`config.mk`:
```
export PLATFORM = sky130hd
export DESIGN_NAME = delimited_token_lexer
export DESIGN_NICKNAME = d
export VERILOG_FILES = /design/src/rtl/core/dtl_pkg.sv /design/src/rtl/core/dtl_step.sv /design/src/rtl/core/delimited_token_lexer.sv
export SDC_FILE = /design/constraint.sdc
export NUM_CORES = 1
export LEC_CHECK = 0
export BUFFER_PORTS_ARGS = -buffer_cell sky130_fd_sc_hd__clkbuf_2
export CAP_MARGIN = 25
export CORE_ASPECT_RATIO = 1.4
export CORE_MARGIN = 1.5
export CORE_UTILIZATION = 55
export CTS_CLUSTER_DIAMETER = 150
export DETAILED_ROUTE_END_ITERATION = 6
export GPL_TIMING_DRIVEN = 0
export PLACE_DENSITY = 0.8
export SYNTH_ARGS = -nofsm -noshare
export SYNTH_HDL_FRONTEND = slang
export SYNTH_SLANG_ARGS = --single-unit
```
`constraint.sdc`:
```
create_clock -name clk_i -period 3.8 [get_ports clk_i]
set_input_delay 0.19 -clock clk_i [delete_from_list [all_inputs] [get_ports clk_i]]
set_output_delay 0.19 -clock clk_i [all_outputs]
set_load 0.02 [all_outputs]
```
`src/rtl/core/dtl_pkg.sv`:
```
// Package for the delimited token lexer: sizes, codes, fixed byte values
// and the structs shared by the step logic and the top level.
// No dependencies.
package dtl_pkg;

  // Largest document offset tracked; the offset counter saturates here.
  localparam int unsigned MAX_DOC_BYTES = 65536;
  localparam int unsigned OFS_W         = $clog2(MAX_DOC_BYTES + 1);

  // Fixed widths of the payload fields.
  localparam int unsigned BYTE_W  = 8;
  localparam int unsigned KIND_W  = 4;
  localparam int unsigned START_W = 16;
  localparam int unsigned LEN_W   = 17;
  localparam int unsigned CIDX_W  = 3;

  // Configuration register indexes.
  localparam logic [CIDX_W-1:0] REG_COMMENT = 3'd0;
  localparam logic [CIDX_W-1:0] REG_NUMBER  = 3'd1;
  localparam logic [CIDX_W-1:0] REG_STRING  = 3'd2;
  localparam logic [CIDX_W-1:0] REG_ESCAPE  = 3'd3;
  localparam logic [CIDX_W-1:0] REG_NULL    = 3'd4;

  // Reset values of the configuration registers.
  localparam logic [BYTE_W-1:0] RST_COMMENT = 8'd35;
  localparam logic [BYTE_W-1:0] RST_NUMBER  = 8'd39;
  localparam logic [BYTE_W-1:0] RST_STRING  = 8'd34;
  localparam logic [BYTE_W-1:0] RST_ESCAPE  = 8'd92;
  localparam logic [BYTE_W-1:0] RST_NULL    = 8'd95;

  // Fixed single-byte token characters.
  localparam logic [BYTE_W-1:0] CH_LBRACKET = 8'h5B;
  localparam logic [BYTE_W-1:0] CH_RBRACKET = 8'h5D;
  localparam logic [BYTE_W-1:0] CH_LBRACE   = 8'h7B;
  localparam logic [BYTE_W-1:0] CH_RBRACE   = 8'h7D;
  localparam logic [BYTE_W-1:0] CH_LPAREN   = 8'h28;
  localparam logic [BYTE_W-1:0] CH_RPAREN   = 8'h29;
  localparam logic [BYTE_W-1:0] CH_SPACE    = 8'h20;
  localparam logic [BYTE_W-1:0] CH_TAB      = 8'h09;
  localparam logic [BYTE_W-1:0] CH_LF       = 8'h0A;
  localparam logic [BYTE_W-1:0] CH_CR       = 8'h0D;

  typedef enum logic [KIND_W-1:0] {
    KIND_NULL     = 4'd0,
    KIND_LBRACKET = 4'd1,
    KIND_RBRACKET = 4'd2,
    KIND_LBRACE   = 4'd3,
    KIND_RBRACE   = 4'd4,
    KIND_LPAREN   = 4'd5,
    KIND_RPAREN   = 4'd6,
    KIND_WS       = 4'd7,
    KIND_COMMENT  = 4'd8,
    KIND_NUMBER   = 4'd9,
    KIND_STRING   = 4'd10,
    KIND_UNKNOWN  = 4'd11
  } token_kind_e;

  typedef enum logic [1:0] {
    Q_COMMENT = 2'd0,
    Q_NUMBER  = 2'd1,
    Q_STRING  = 2'd2
  } quote_e;

  typedef struct packed {
    logic [BYTE_W-1:0] comment_char;
    logic [BYTE_W-1:0] number_char;
    logic [BYTE_W-1:0] string_char;
    logic [BYTE_W-1:0] escape_char;
    logic [BYTE_W-1:0] null_char;
  } cfg_t;

  typedef struct packed {
    logic [OFS_W-1:0] byte_offset;
    logic [OFS_W-1:0] start_offset;
    logic             in_quoted;
    quote_e           quote_kind;
    logic             escape_pending;
  } lex_state_t;

  typedef struct packed {
    token_kind_e        kind;
    logic [START_W-1:0] start;
    logic [LEN_W-1:0]   length;
    logic               final_tok;
  } token_t;

endpackage

```
`src/rtl/core/dtl_step.sv`:
```
// Per-byte lexer step: from the current state, the registers and one byte,
// forms the next state and at most one token. Uses dtl_pkg.
module dtl_step (
  input  dtl_pkg::cfg_t              cfg_i,
  input  dtl_pkg::lex_state_t        state_i,
  input  logic [dtl_pkg::BYTE_W-1:0] data_byte_i,
  input  logic                       eod_i,
  output dtl_pkg::lex_state_t        state_o,
  output logic                       emit_o,
  output dtl_pkg::token_t            token_o
);

  localparam logic [dtl_pkg::OFS_W-1:0] OFS_MAX  = dtl_pkg::OFS_W'(dtl_pkg::MAX_DOC_BYTES);
  localparam logic [dtl_pkg::OFS_W-1:0] OFS_LAST =
    dtl_pkg::OFS_W'(dtl_pkg::MAX_DOC_BYTES - 1);

  function automatic dtl_pkg::token_kind_e single_kind(
    input logic [dtl_pkg::BYTE_W-1:0] b,
    input logic [dtl_pkg::BYTE_W-1:0] null_char
  );
    dtl_pkg::token_kind_e k;
    if (b == null_char) begin
      k = dtl_pkg::KIND_NULL;
    end else begin
      case (b)
        dtl_pkg::CH_LBRACKET: k = dtl_pkg::KIND_LBRACKET;
        dtl_pkg::CH_RBRACKET: k = dtl_pkg::KIND_RBRACKET;
        dtl_pkg::CH_LBRACE:   k = dtl_pkg::KIND_LBRACE;
        dtl_pkg::CH_RBRACE:   k = dtl_pkg::KIND_RBRACE;
        dtl_pkg::CH_LPAREN:   k = dtl_pkg::KIND_LPAREN;
        dtl_pkg::CH_RPAREN:   k = dtl_pkg::KIND_RPAREN;
        dtl_pkg::CH_SPACE, dtl_pkg::CH_TAB,
        dtl_pkg::CH_LF, dtl_pkg::CH_CR: k = dtl_pkg::KIND_WS;
        default:              k = dtl_pkg::KIND_UNKNOWN;
      endcase
    end
    return k;
  endfunction

  logic [dtl_pkg::OFS_W-1:0] here;
  logic [dtl_pkg::OFS_W-1:0] tok_end;
  logic [dtl_pkg::OFS_W-1:0] tok_start;
  logic [dtl_pkg::BYTE_W-1:0] qual;
  logic                      is_qual;
  dtl_pkg::quote_e           open_kind;
  dtl_pkg::token_kind_e      kind;
  dtl_pkg::token_kind_e      quoted_kind;

  always_comb begin
    here    = (state_i.byte_offset < OFS_LAST) ? state_i.byte_offset : OFS_LAST;
    tok_end = (state_i.byte_offset < OFS_MAX) ? state_i.byte_offset + 1'b1 : OFS_MAX;

    case (state_i.quote_kind)
      dtl_pkg::Q_COMMENT: begin
        qual        = cfg_i.comment_char;
        quoted_kind = dtl_pkg::KIND_COMMENT;
      end
      dtl_pkg::Q_NUMBER: begin
        qual        = cfg_i.number_char;
        quoted_kind = dtl_pkg::KIND_NUMBER;
      end
      default: begin
        qual        = cfg_i.string_char;
        quoted_kind = dtl_pkg::KIND_STRING;
      end
    endcase

    // Opening qualifier, with comment before number before string.
    is_qual   = 1'b1;
    open_kind = dtl_pkg::Q_COMMENT;
    if (data_byte_i == cfg_i.comment_char) begin
      open_kind = dtl_pkg::Q_COMMENT;
    end else if (data_byte_i == cfg_i.number_char) begin
      open_kind = dtl_pkg::Q_NUMBER;
    end else if (data_byte_i == cfg_i.string_char) begin
      open_kind = dtl_pkg::Q_STRING;
    end else begin
      is_qual = 1'b0;
    end

    state_o             = state_i;
    state_o.byte_offset = (state_i.byte_offset < OFS_MAX) ?
                          state_i.byte_offset + 1'b1 : state_i.byte_offset;
    emit_o    = 1'b0;
    kind      = dtl_pkg::KIND_UNKNOWN;
    tok_start = here;

    if (state_i.in_quoted) begin
      tok_start = state_i.start_offset;
      if (data_byte_i == qual) begin
        if (state_i.escape_pending) begin
          state_o.escape_pending = 1'b0;
          if (eod_i) begin
            emit_o = 1'b1;
          end
        end else begin
          // Unescaped closing qualifier ends the token.
          emit_o                 = 1'b1;
          kind                   = quoted_kind;
          state_o.in_quoted      = 1'b0;
          state_o.escape_pending = 1'b0;
        end
      end else begin
        if (data_byte_i == cfg_i.escape_char) begin
          state_o.escape_pending = !state_i.escape_pending;
        end else begin
          state_o.escape_pending = 1'b0;
        end
        if (eod_i) begin
          emit_o = 1'b1;
        end
      end
    end else if (is_qual) begin
      if (eod_i) begin
        emit_o = 1'b1;
      end else begin
        state_o.in_quoted      = 1'b1;
        state_o.quote_kind     = open_kind;
        state_o.escape_pending = 1'b0;
        state_o.start_offset   = here;
      end
    end else begin
      emit_o = 1'b1;
      kind   = single_kind(data_byte_i, cfg_i.null_char);
    end

    // Document end: drop all state so the next byte starts at offset 0.
    if (eod_i) begin
      state_o = '0;
    end

    token_o.kind      = kind;
    token_o.start     = dtl_pkg::START_W'(tok_start);
    token_o.length    = dtl_pkg::LEN_W'(tok_end - tok_start);
    token_o.final_tok = eod_i;
  end

endmodule

```
`src/rtl/core/delimited_token_lexer.sv`:
```
// Top level of the delimited token lexer: input register, per-byte step
// logic (dtl_step) and the token result register. Uses dtl_pkg.
//
//   channel   direction  handshake               payload
//   in        request    in_valid_i/in_ready_o   data_byte_i, end_of_document_i
//   out       result     out_valid_o/out_ready_i token_kind_o, token_start_o,
//                                                token_length_o, final_token_o
//   cfg       write      cfg_we_i                cfg_idx_i, cfg_wdata_i
//
// One byte per cycle sustained. A request lands in the input register, is
// lexed by the step logic against the lexer state, and its token (if any)
// lands in the result register. Reset restores the configuration registers
// to their defaults and clears the lexer state. A stalled result only blocks
// a byte that would produce a token; bytes inside a quoted token keep flowing.
module delimited_token_lexer (
  input  logic                        clk_i,
  input  logic                        rst_ni,
  input  logic                        in_valid_i,
  output logic                        in_ready_o,
  input  logic [dtl_pkg::BYTE_W-1:0]  data_byte_i,
  input  logic                        end_of_document_i,
  output logic                        out_valid_o,
  input  logic                        out_ready_i,
  output logic [dtl_pkg::KIND_W-1:0]  token_kind_o,
  output logic [dtl_pkg::START_W-1:0] token_start_o,
  output logic [dtl_pkg::LEN_W-1:0]   token_length_o,
  output logic                        final_token_o,
  input  logic                        cfg_we_i,
  input  logic [dtl_pkg::CIDX_W-1:0]  cfg_idx_i,
  input  logic [dtl_pkg::BYTE_W-1:0]  cfg_wdata_i
);

  // Configuration registers.
  dtl_pkg::cfg_t cfg_q, cfg_d;

  // Input register holding one request.
  logic                       in_valid_q;
  logic [dtl_pkg::BYTE_W-1:0] in_byte_q;
  logic                       in_eod_q;

  // Lexer state and result register.
  dtl_pkg::lex_state_t state_q, state_d;
  logic                out_valid_q;
  dtl_pkg::token_t     out_tok_q;

  logic            step_emit;
  dtl_pkg::token_t step_tok;
  logic            in_fire;
  logic            step_go;
  logic            out_free;

  dtl_step u_step (
    .cfg_i       (cfg_q),
    .state_i     (state_q),
    .data_byte_i (in_byte_q),
    .eod_i       (in_eod_q),
    .state_o     (state_d),
    .emit_o      (step_emit),
    .token_o     (step_tok)
  );

  // The held byte advances when the result register can take its token,
  // or at once when it produces none.
  assign out_free   = !out_valid_q || out_ready_i;
  assign step_go    = in_valid_q && (out_free || !step_emit);
  assign in_ready_o = !in_valid_q || step_go;
  assign in_fire    = in_valid_i && in_ready_o;

  // Register write decode; indexes past the last register are dropped.
  always_comb begin
    cfg_d = cfg_q;
    if (cfg_we_i) begin
      unique case (cfg_idx_i)
        dtl_pkg::REG_COMMENT: cfg_d.comment_char = cfg_wdata_i;
        dtl_pkg::REG_NUMBER:  cfg_d.number_char  = cfg_wdata_i;
        dtl_pkg::REG_STRING:  cfg_d.string_char  = cfg_wdata_i;
        dtl_pkg::REG_ESCAPE:  cfg_d.escape_char  = cfg_wdata_i;
        dtl_pkg::REG_NULL:    cfg_d.null_char    = cfg_wdata_i;
        default:              cfg_d              = cfg_q;
      endcase
    end
  end

  always_ff @(posedge clk_i or negedge rst_ni) begin
    if (!rst_ni) begin
      cfg_q.comment_char <= dtl_pkg::RST_COMMENT;
      cfg_q.number_char  <= dtl_pkg::RST_NUMBER;
      cfg_q.string_char  <= dtl_pkg::RST_STRING;
      cfg_q.escape_char  <= dtl_pkg::RST_ESCAPE;
      cfg_q.null_char    <= dtl_pkg::RST_NULL;
      in_valid_q         <= 1'b0;
      state_q            <= '0;
      out_valid_q        <= 1'b0;
    end else begin
      cfg_q <= cfg_d;
      // Hold the request until the step logic consumes it.
      if (in_fire) begin
        in_valid_q <= 1'b1;
      end else if (step_go) begin
        in_valid_q <= 1'b0;
      end
      if (step_go) begin
        state_q <= state_d;
      end
      // Load a new token or drop the delivered one.
      if (step_go && step_emit) begin
        out_valid_q <= 1'b1;
      end else if (out_ready_i) begin
        out_valid_q <= 1'b0;
      end
    end
  end

  // Payload registers need no reset.
  always_ff @(posedge clk_i) begin
    if (in_fire) begin
      in_byte_q <= data_byte_i;
      in_eod_q  <= end_of_document_i;
    end
    if (step_go && step_emit) begin
      out_tok_q <= step_tok;
    end
  end

  assign out_valid_o    = out_valid_q;
  assign token_kind_o   = dtl_pkg::KIND_W'(out_tok_q.kind);
  assign token_start_o  = out_tok_q.start;
  assign token_length_o = out_tok_q.length;
  assign final_token_o  = out_tok_q.final_tok;

endmodule

```
== After elaboration in Yosys (flattened, before gate mapping) ==
Cells that the tools add are included.

* Memory bits (writable): 0
* Flip-flop bits (word level): 127
* Word-level logic and storage cells: 107
* Input port bits: 25
* Bits in latches: 0
* Memories kept: 0
* Memory bits (read-only): 0

* Equality and inequality tests: 22
* Muxes and demuxes: 37
* Multiply operators: 0
* Shift operators: 0
* $add $sub $neg: 2
* Magnitude comparators: 2
* Reductions and logical operators: 26
* Bitwise operators: 0
* Divide/modulo/power cells: 0

{| class="wikitable"
|+ Operators by type and width
! kind !! count
|-
| $mux W17 || 5
|-
| $eq A8 B8 Y1 || 6
|-
| $mux W38 || 1
|-
| $eq A8 B7 Y1 const B || 4
|-
| $pmux W4 S7 || 1
|-
| $eq A8 B4 Y1 const B || 3
|-
| $eq A8 B6 Y1 const B || 3
|-
| $mux W21 || 1
|-
| $mux W1 || 18
|-
| $add A17 B1 Y17 const B || 1
|-
| $lt A17 B16 Y1 const B || 1
|-
| $lt A17 B17 Y1 const B || 1
|-
| $sub A17 B17 Y17 || 1
|-
| $mux W4 || 4
|-
| $pmux W8 S2 || 1
|-
| $reduce_and A2 Y1 || 7
|-
| $mux W2 || 5
|-
| $reduce_bool A2 Y1 || 4
|-
| $eq A3 B2 Y1 const B || 2
|-
| $logic_not A1 Y1 || 4
|-
| $pmux W2 S2 || 1
|-
| $reduce_or A4 Y1 || 1
|-
| $eq A3 B1 Y1 const B || 1
|-
| $eq A3 B3 Y1 const B || 1
|-
| 8 further kinds || 12
|}

== Depth between registers and ports, before layout ==
Gate-level depths: netlist of the first run.

* Word-level depth: 12
* Gate-level depth with buffers: 15
* Gate-level depth less buffers: 14

== Modules after synthesis ==
Synthesis of the first run repeated with hierarchy kept, for this count alone.

* Cell total of the unflattened synthesis: 842
* Area, all modules: 8209.1 sq um

{| class="wikitable"
|+ By module, submodules not included
! module !! cells each !! area each (sq um) !! instances
|-
| delimited_token_lexer || 361 || 5121.2 || 1
|-
| dtl_step || 481 || 3088.0 || 1
|}

== Least setup slack after synthesis of the first run ==
No wires, ideal clock.

* Path type: flip-flop to flip-flop
* Start point: reg state_q[1] (netlist bit)
* End point: reg out_tok_q, in the netlist final_token_o (enable)
* Required time: 3.367 ns
* Stages on the path, launching flop included: 9
* Library setup time: 0.433 ns
* Setup slack: -0.180 ns
* Arrival: 3.547 ns
* Path buffers: 2
* Period minus slack after synthesis: 3.980 ns
* Cells stage by stage: dfrtp_1 buf_6 mux2i_1 o211a_1 or4_4 nor4_4 a21oi_2 buf_6 nor2_1

* Word-level cells in the longest chain between the ends: 9

{| class="wikitable"
|+ RTL lines
! element !! RTL line !! RTL
|-
| from (decl) || delimited_token_lexer.sv:42 || <nowiki>dtl_pkg::lex_state_t state_q, state_d;</nowiki>
|-
| from (signal assigned) || delimited_token_lexer.sv:103 || <nowiki>state_q <= state_d;</nowiki>
|-
| $eq A2 B1 Y1 or $logic_not A2 Y1 (tied branches) || dtl_step.sv:53 || <nowiki>case (state_i.quote_kind)</nowiki>
|-
| $pmux W8 S2 (*) || dtl_step.sv:53 ||
|-
| $eq A8 B8 Y1 (*) || dtl_step.sv:90 || <nowiki>if (data_byte_i == qual) begin</nowiki>
|-
| $mux W1 (*) || dtl_step.sv:90 ||
|-
| $mux W1 (*) || dtl_step.sv:88 || <nowiki>if (state_i.in_quoted) begin</nowiki>
|-
| $logic_not A1 Y1 || delimited_token_lexer.sv:65 || <nowiki>assign step_go = in_valid_q && (out_free || !step_emit);</nowiki>
|-
| $logic_or A1 B1 Y1 || delimited_token_lexer.sv:65 ||
|-
| $logic_and A1 B1 Y1 || delimited_token_lexer.sv:65 ||
|-
| $logic_and A1 B1 Y1 (*) || delimited_token_lexer.sv:120 || <nowiki>if (step_go && step_emit) begin</nowiki>
|-
| to (signal assigned) || delimited_token_lexer.sv:121 || <nowiki>out_tok_q <= step_tok;</nowiki>
|-
| to (decl) || delimited_token_lexer.sv:44 || <nowiki>dtl_pkg::token_t out_tok_q;</nowiki>
|}

Every way passes the cells marked *; elsewhere a longest branch is shown, timed or not.
A chain may end at the register's enable or synchronous reset.

==> results_dict.tcl, run 1 <==
set metrics [dict create \
    status "complete, no violations" \
    ys_ff_latch 127 \
    root_buffer "clkbuf_16" \
    layout_commonest_cell "nor2_1" \
    worst-endpoint-arrival_ns 3.97 \
    worstSetupStartpointType "flop" \
    r2r_end "token_length_o[14]" \
    vias 5849 \
    syn_to_final_growth_pct 20.31 \
    drtIter0Drc 282 \
    grt_overflow 0 \
    synthesis.area_sq_um 7486 \
    routed_wl_um 17510 \
    ys.flop_type "dfrtp_1" \
    final_max_slew_viol_count 0 \
    final-hold-violation-count 0 \
    period_minus_slack_ns 3.701 \
    syn_nets 740 \
    fin_crit_sh_pct 97.38 \
    worstSetupEndpoint "token_length_o[14]" \
    synth_xor_area_share_pct 7.488 \
    cts.sinks 127 \
    setup_viol 0 \
    synth_adder_area_share_pct 3.109 \
    skew_ns 0.006598 \
    synth-compound-area-share_pct 12.79 \
    critPathCaptureType "flop" \
    die_h_um 141.0 \
    dieArea_sq_um 14330 \
    cp_max_fo 5 \
    io_pins 65 \
    whs_ns 0.09389 \
    clk_latency_ns 0.42 \
    synthArstFlopShare_pct 62.99 \
    fin_setup_tns_ns 0 \
    drive_gt1_share_pct 29.66 \
    worst-path-buf-inv 0 \
    cts_max_level 4 \
    synthSimpleGateAreaFrac_pct 14.98 \
    portBuffers 64 \
    syn_inst 697 \
    gp_congestion 0.9246 \
    avgSynthCellArea_sq_um 10.74 \
    clockBufferDepth 2 \
    start_util_pct 56.18 \
    clkTransAtPathRegs_ns 0.06 \
    path_class "reg -> reg" \
    cts_tree "yes" \
    fillers 961 \
    worstSetupStartpoint "state_q[23]" \
    fin_ws_ns 0.09942 \
    worstSetupPathDepth 13 \
    viasPerCell 5.861 \
    worstMarginPinSlew_ns 0.7341 \
    synthMuxAreaShare_pct 10.85 \
    dp_hpwl_um 12560 \
    drtAntennaViolNets 0 \
    antenna_cells 0 \
    timing.fmax_ghz 0.2702 \
    hold_class "in -> reg" \
    yosys_warnings 0 \
    crit_chain "nand4_1, nor3_4, nand4_1, o21ai_4, o31ai_2, fa_1, a21o_1, nor3_1, a2111oi_2, o2111ai_1, nand3_1, a2111o_1, o211ai_1" \
    grt_pass1_vias 5947 \
    pre_cts_ws_ns -0.7769 \
    final_core_util_pct 67.59 \
    max-cap-violations 0 \
    power.leakage_nw 3.791 \
    nNetsFinal 846 \
    ys_types 77 \
    cpMostUsedCell "nand4_1" \
    ir_drop_mv 0.3768 \
    antenna_found_initial 0 \
    r2r_slack_ns 0.1 \
    synth_seq_area_share_pct 45.91 \
    slew_headroom_pct 50.96 \
    synth_top_family_by_area "simple AND/OR/NAND/NOR gates" \
    total_power_mw 5.744 \
    grt_usage_pct 25.59 \
    die_x_um 101.6 \
    most-common-layout-cells "nor2_1, clkbuf_2, dfrtp_1" \
    power_density_nw_per_um2 637.8 \
    grt_pass1_wl_um 28190 \
    critical-path-top-delay-family "compound AO/OA/AOI/OAI gates" \
    cts_buffers 17 \
    reg2reg_depth 13 \
    coreArea_sq_um 13330 \
    wl_per_cell_um 17.55 \
    synth_edf_count 47 \
    required_ns 4.07 \
    crit_path_top_delay_cell "fa_1" \
    slowest_delay_ns 0.49 \
    r2r_start "state_q[23]" \
    grt_max_degree 54 \
    drc_errors 0 \
    firstDrtPassIters 7 \
    rows 50 \
]
[logic make-up (layout without fill, tap and decap cells)]
logic type / after synthesis / after routing
AND/OR/NAND/NOR: 217 / 217
flip-flops: 127 / 127
AO/OA/AOI/OAI: 126 / 126
buffers and inverters: 74 / 193
multiplexers: 71 / 71
XOR/XNOR: 64 / 64
adder cells (fa/ha/maj): 18 / 18
[per-stage QoR]
stage,instances,cell area [sq um]
floorplan,697,7493
global placement,943,8041
detailed placement,946,8110
CTS,988,8874
global route,998,9006
finish,998,9006
[metal layers]
metal  share of wire, %  up-vias  GRT usage (%)
met5                  0        -              0
met4                4.9        0          14.33
met3                4.7       75          6.049
met2                 55      244          47.05
met1                 35     2790          25.79
li1                   -     2740              -
[worst min-delay path by stage]
stage	end	start	cells past startpoint
floorplan	cfg_q[13]	rst_ni	0
finish	cfg_q[28]	cfg_wdata_i[4]	2
CTS	cfg_q[28]	cfg_wdata_i[4]	2
global placement	in_byte_q[2]	data_byte_i[2]	1
global route	cfg_q[28]	cfg_wdata_i[4]	2
detailed placement	cfg_q[8]	rst_ni	1
[sequential cells by signal, summed over array words and instances (netlist names)]
signal          count
token_start_o      16
token_length_o     17
cfg_q              40
in_eod_q            1
token_kind_o        4
in_valid_q          1
state_q            38
final_token_o       1
in_byte_q           8
out_valid_o         1
[cell usage after synthesis (all sizes together) (7+ instances only)]
cell / number / share of area, %
inv: 30 / 1.5
mux2: 60 / 9.4
nor2: 71 / 3.6
dfrtp: 61 / 20
clkbuf: 28 / 1.7
a22o: 16 / 1.9
xnor2: 41 / 4.8
nand4: 16 / 1.3
nand2b: 16 / 1.3
buf: 15 / 1.7
dfstp: 19 / 6.7
a21oi: 15 / 1.1
ha: 17 / 2.8
o31ai: 13 / 1.3
nand3: 13 / 0.87
edfxtp: 47 / 19
nor3: 13 / 0.87
mux2i: 11 / 1.5
and3: 7 / 0.58
nor4: 9 / 0.95
nand2: 35 / 1.8
o21ai: 14 / 0.94
xor2: 23 / 2.7
nor2b: 11 / 0.92
o211ai: 13 / 1.3
[worst register-to-register path: stages (launching register included)]
cell	delay [ns]
dfrtp_2	0.40
nand4_1	0.20
nor3_4	0.26
nand4_1	0.18
o21ai_4	0.28
o31ai_2	0.13
fa_1	0.49
a21o_1	0.23
nor3_1	0.19
a2111oi_2	0.10
o2111ai_1	0.33
nand3_1	0.25
a2111o_1	0.42
o211ai_1	0.09
[layout make-up]
cell class              count  area (sq um)  share of cell area (%)
multi-input cells         496          3779                   41.96
flip-flops and latches    127          3445                   38.25
repair buffers             90         578.1                   6.418
clock buffers              22         528.0                   5.863
plain buffers              40         240.2                   2.667
well taps                 182         227.7                   2.528
inverters                  31         116.4                   1.292
clock inverters            10         92.59                   1.028
[power by group]
group | switching [mW] | internal, mW | total, mW | leakage [nW]
sequential | 0.164 | 1.83 | 2.00 | 1.44
clock | 0.623 | 1.05 | 1.68 | 0.301
combinational | 1.23 | 0.837 | 2.07 | 2.05
[repair_timing]
item,CTS,global route
hold buffers,11,0
buffers inserted,2,9
setup endpoints to repair,13,8
endpoints found under the hold margin,23,0
resized for setup,10,17
pin swaps,4,5
Note: power is estimated with default switching activity, not from simulation.
==> run 2: changes to the inputs <==
- REMOVE_ABC_BUFFERS: unset -> 1
- SYNTH_HIERARCHICAL: unset -> 1
==> results_dict.tcl, run 2 <==
set metrics [dict create \
    status "complete, no violations" \
    route.met2.wl_um 9747 \
    slew_headroom_pct 37.52 \
    slowest_delay_ns 0.41 \
    coreArea_sq_um 14510 \
    grt_pass1_vias 6295 \
    final_max_slew_viol_count 0 \
    critPathCaptureType "flop" \
    synthesis.area_sq_um 8209 \
    io_pins 65 \
    timing.fmax_ghz 0.2632 \
    drive_gt1_share_pct 25.44 \
    synthSimpleGateAreaFrac_pct 21.87 \
    vias 6573 \
    fin_ws_ns 0.001181 \
    r2r_start "state_q[32]" \
    dieArea_sq_um 15680 \
    worst-endpoint-arrival_ns 3.95 \
    yosys_warnings 6 \
    worst-path-buf-inv 1 \
    synthArstFlopShare_pct 62.99 \
    clockBufferDepth 2 \
    ys.flop_type "dfrtp_1" \
    drtIter0Drc 420 \
    whs_ns 0.07833 \
    worstSetupStartpointType "flop" \
    syn_inst 842 \
    worstMarginPinSlew_ns 0.9372 \
    multi_input_area_sq_um 4457 \
    drc_errors 0 \
    top_layer_used "met4" \
    avgSynthCellArea_sq_um 9.750 \
    synth_top_family_by_area "simple AND/OR/NAND/NOR gates" \
    grt_overflow 0 \
    synth_area_leader_cell "dfrtp_1" \
    total_power_mw 8.044 \
    portBuffers 64 \
    synth_xor_area_share_pct 8.429 \
    regMostFlops "cfg_q" \
    rsz0062_at_grt "true" \
    skew_ns 0.008029 \
    final-hold-violation-count 0 \
    antenna_found_initial 0 \
    layout_commonest_cell "nand2_1" \
    crit_chain "and3_4, nand2_4, nor3_4, a21o_1, nor3_1, a21oi_1, ha_2, inv_2, fa_2, a21oi_2, nor2b_2, a311o_1, a311o_1, a21o_1, a21oi_2, xnor2_1" \
    crit_path_top_delay_cell "dfrtp_2" \
    synth_top_area_share_pct 18.59 \
    die_x_um 106.3 \
    grt_usage_pct 24.37 \
    viasPerCell 5.970 \
    cp_max_fo 5 \
    synth-compound-area-share_pct 12.35 \
    cts_tree "yes" \
    most-common-layout-cells "nand2_1, clkbuf_2, nor2_1" \
    r2r_end "token_length_o[16]" \
    largest_reg_flops 40 \
    power.leakage_nw 3.748 \
    clkTransAtPathRegs_ns 0.06 \
    routed_wl_um 18560 \
    power_density_nw_per_um2 838.3 \
    ys_ff_latch 127 \
    synth_adder_area_share_pct 2.987 \
    pre_cts_ws_ns -0.3410 \
    fin_crit_sh_pct 99.97 \
    wl_per_cell_um 16.85 \
    grt_max_degree 65 \
    max-cap-violations 0 \
    cts_max_level 4 \
    clk_latency_ns 0.41 \
    hold_class "in -> reg" \
    antenna_cells 0 \
    syn_to_final_growth_pct 16.89 \
    netlist_top_cells_area "dfrtp_1, edfxtp_1, dfstp_2" \
    root_buffer "clkbuf_16" \
    die_h_um 147.6 \
    fillers 1075 \
    path_class "reg -> reg" \
    synth_edf_count 47 \
    firstDrtPassIters 5 \
    worstSetupEndpoint "token_length_o[16]" \
    cts.sinks 127 \
    ys_types 62 \
    nNetsFinal 943 \
    regArea_sq_um 3457 \
    synth_most_common_cell "nand2_1" \
    dp_hpwl_um 11740 \
    period_minus_slack_ns 3.799 \
    drtAntennaViolNets 0 \
    drt-met1-wl_um 7492 \
    reg2reg_depth 16 \
    worstSetupPathDepth 16 \
    worstSetupStartpoint "state_q[32]" \
    r2r_slack_ns 0.001 \
    wl_met3_um 827 \
    final_core_util_pct 66.13 \
    required_ns 3.95 \
    cts_buffers 17 \
    synth_top_cells_by_count "nand2_1, nor2_1, dfrtp_1" \
    critical-path-top-delay-family "compound AO/OA/AOI/OAI gates" \
    ir_drop_mv 0.4082 \
    synthMuxAreaShare_pct 7.682 \
    synth_seq_area_share_pct 41.87 \
    rows 52 \
    start_util_pct 56.58 \
    gp_congestion 0.8644 \
    setup_viol 0 \
    grt_pass1_wl_um 30790 \
]
[run 2: cell types whose count changed after synthesis, sizes merged, moves of 11 or more]
cell	delta
buf	+15
xor2	+33
o211ai	+27
xnor2	-18
nand2b	+37
nand4b	+36
o21ai	+11
a21oi	+16
nand4	-11
mux2	-20
a22o	-16
nand2	+46
[run 2: what timing repair did]
item | in CTS | in global routing
gates resized for setup | 13 | 16
hold buffers | 11 | 0
endpoints found under the hold margin | 39 | 0
pin swaps | 5 | 11
endpoints found under the setup margin | 53 | 6
setup buffers | 7 | 8
[run 2: cells by family after synthesis]
logic type	after synthesis
compound gates	146
xor+xnor	79
fa+ha+maj	19
buf+inv	89
flops	127
mux	58
simple gates	324
[run 2: routing by layer]
metal / track usage [%] / vias up
li1: - / 3125
met1: 29.80 / 3189
met2: 42.77 / 223
met3: 4.012 / 36
met4: 9.392 / 0
met5: 0 / -
[run 2: how the worst min path moves through the flow]
stage | to | startpoint | depth (start not counted)
6_report | cfg_q[8] | cfg_wdata_i[0] | 2
3_5_place_dp | state_q[17] | rst_ni | 1
3_3_place_gp | in_byte_q[6] | data_byte_i[6] | 1
4_1_cts | cfg_q[24] | cfg_wdata_i[0] | 2
5_1_grt | cfg_q[24] | cfg_wdata_i[0] | 2
2_1_floorplan | cfg_q[13] | rst_ni | 0
[run 2: area by class of cell]
cell class,count,area share (%)
clock buffers,18,4.694
well taps,189,2.464
repair buffers,100,7.693
inverters,27,1.056
flip-flops and latches,127,36.03
clock inverters,14,1.617
multi-input cells,626,46.45
[run 2: where the power goes]
group          leakage [nW]  switching [mW]  total (mW)  internal (mW)
logic                  2.05            2.13        3.76           1.63
registers              1.41           0.499        2.63           2.13
clock network         0.293           0.643        1.66           1.01
total                  3.75            3.27        8.04           4.77
[run 2: stage by stage]
| stage | setup TNS (ns) | std cells | cell area [sq um] |
|---|---|---|---|
| 2_1_floorplan | -29.09 | 780 | 7915 |
| 3_3_place_gp | -138.39 | 1033 | 8472 |
| 3_5_place_dp | -4.417 | 1043 | 8691 |
| 4_1_cts | 0 | 1093 | 9494 |
| 5_1_grt | -0.1699 | 1101 | 9595 |
| 6_report | 0 | 1101 | 9595 |
[run 2: worst register-to-register path: stages (launching register included)]
cell     delay (ns)
dfrtp_2        0.41
and3_4         0.24
nand2_4        0.06
nor3_4         0.23
a21o_1         0.26
nor3_1         0.07
a21oi_1        0.21
ha_2           0.23
inv_2          0.04
fa_2           0.37
a21oi_2        0.16
nor2b_2        0.06
a311o_1        0.40
a311o_1        0.39
a21o_1         0.20
a21oi_2        0.15
xnor2_1        0.08
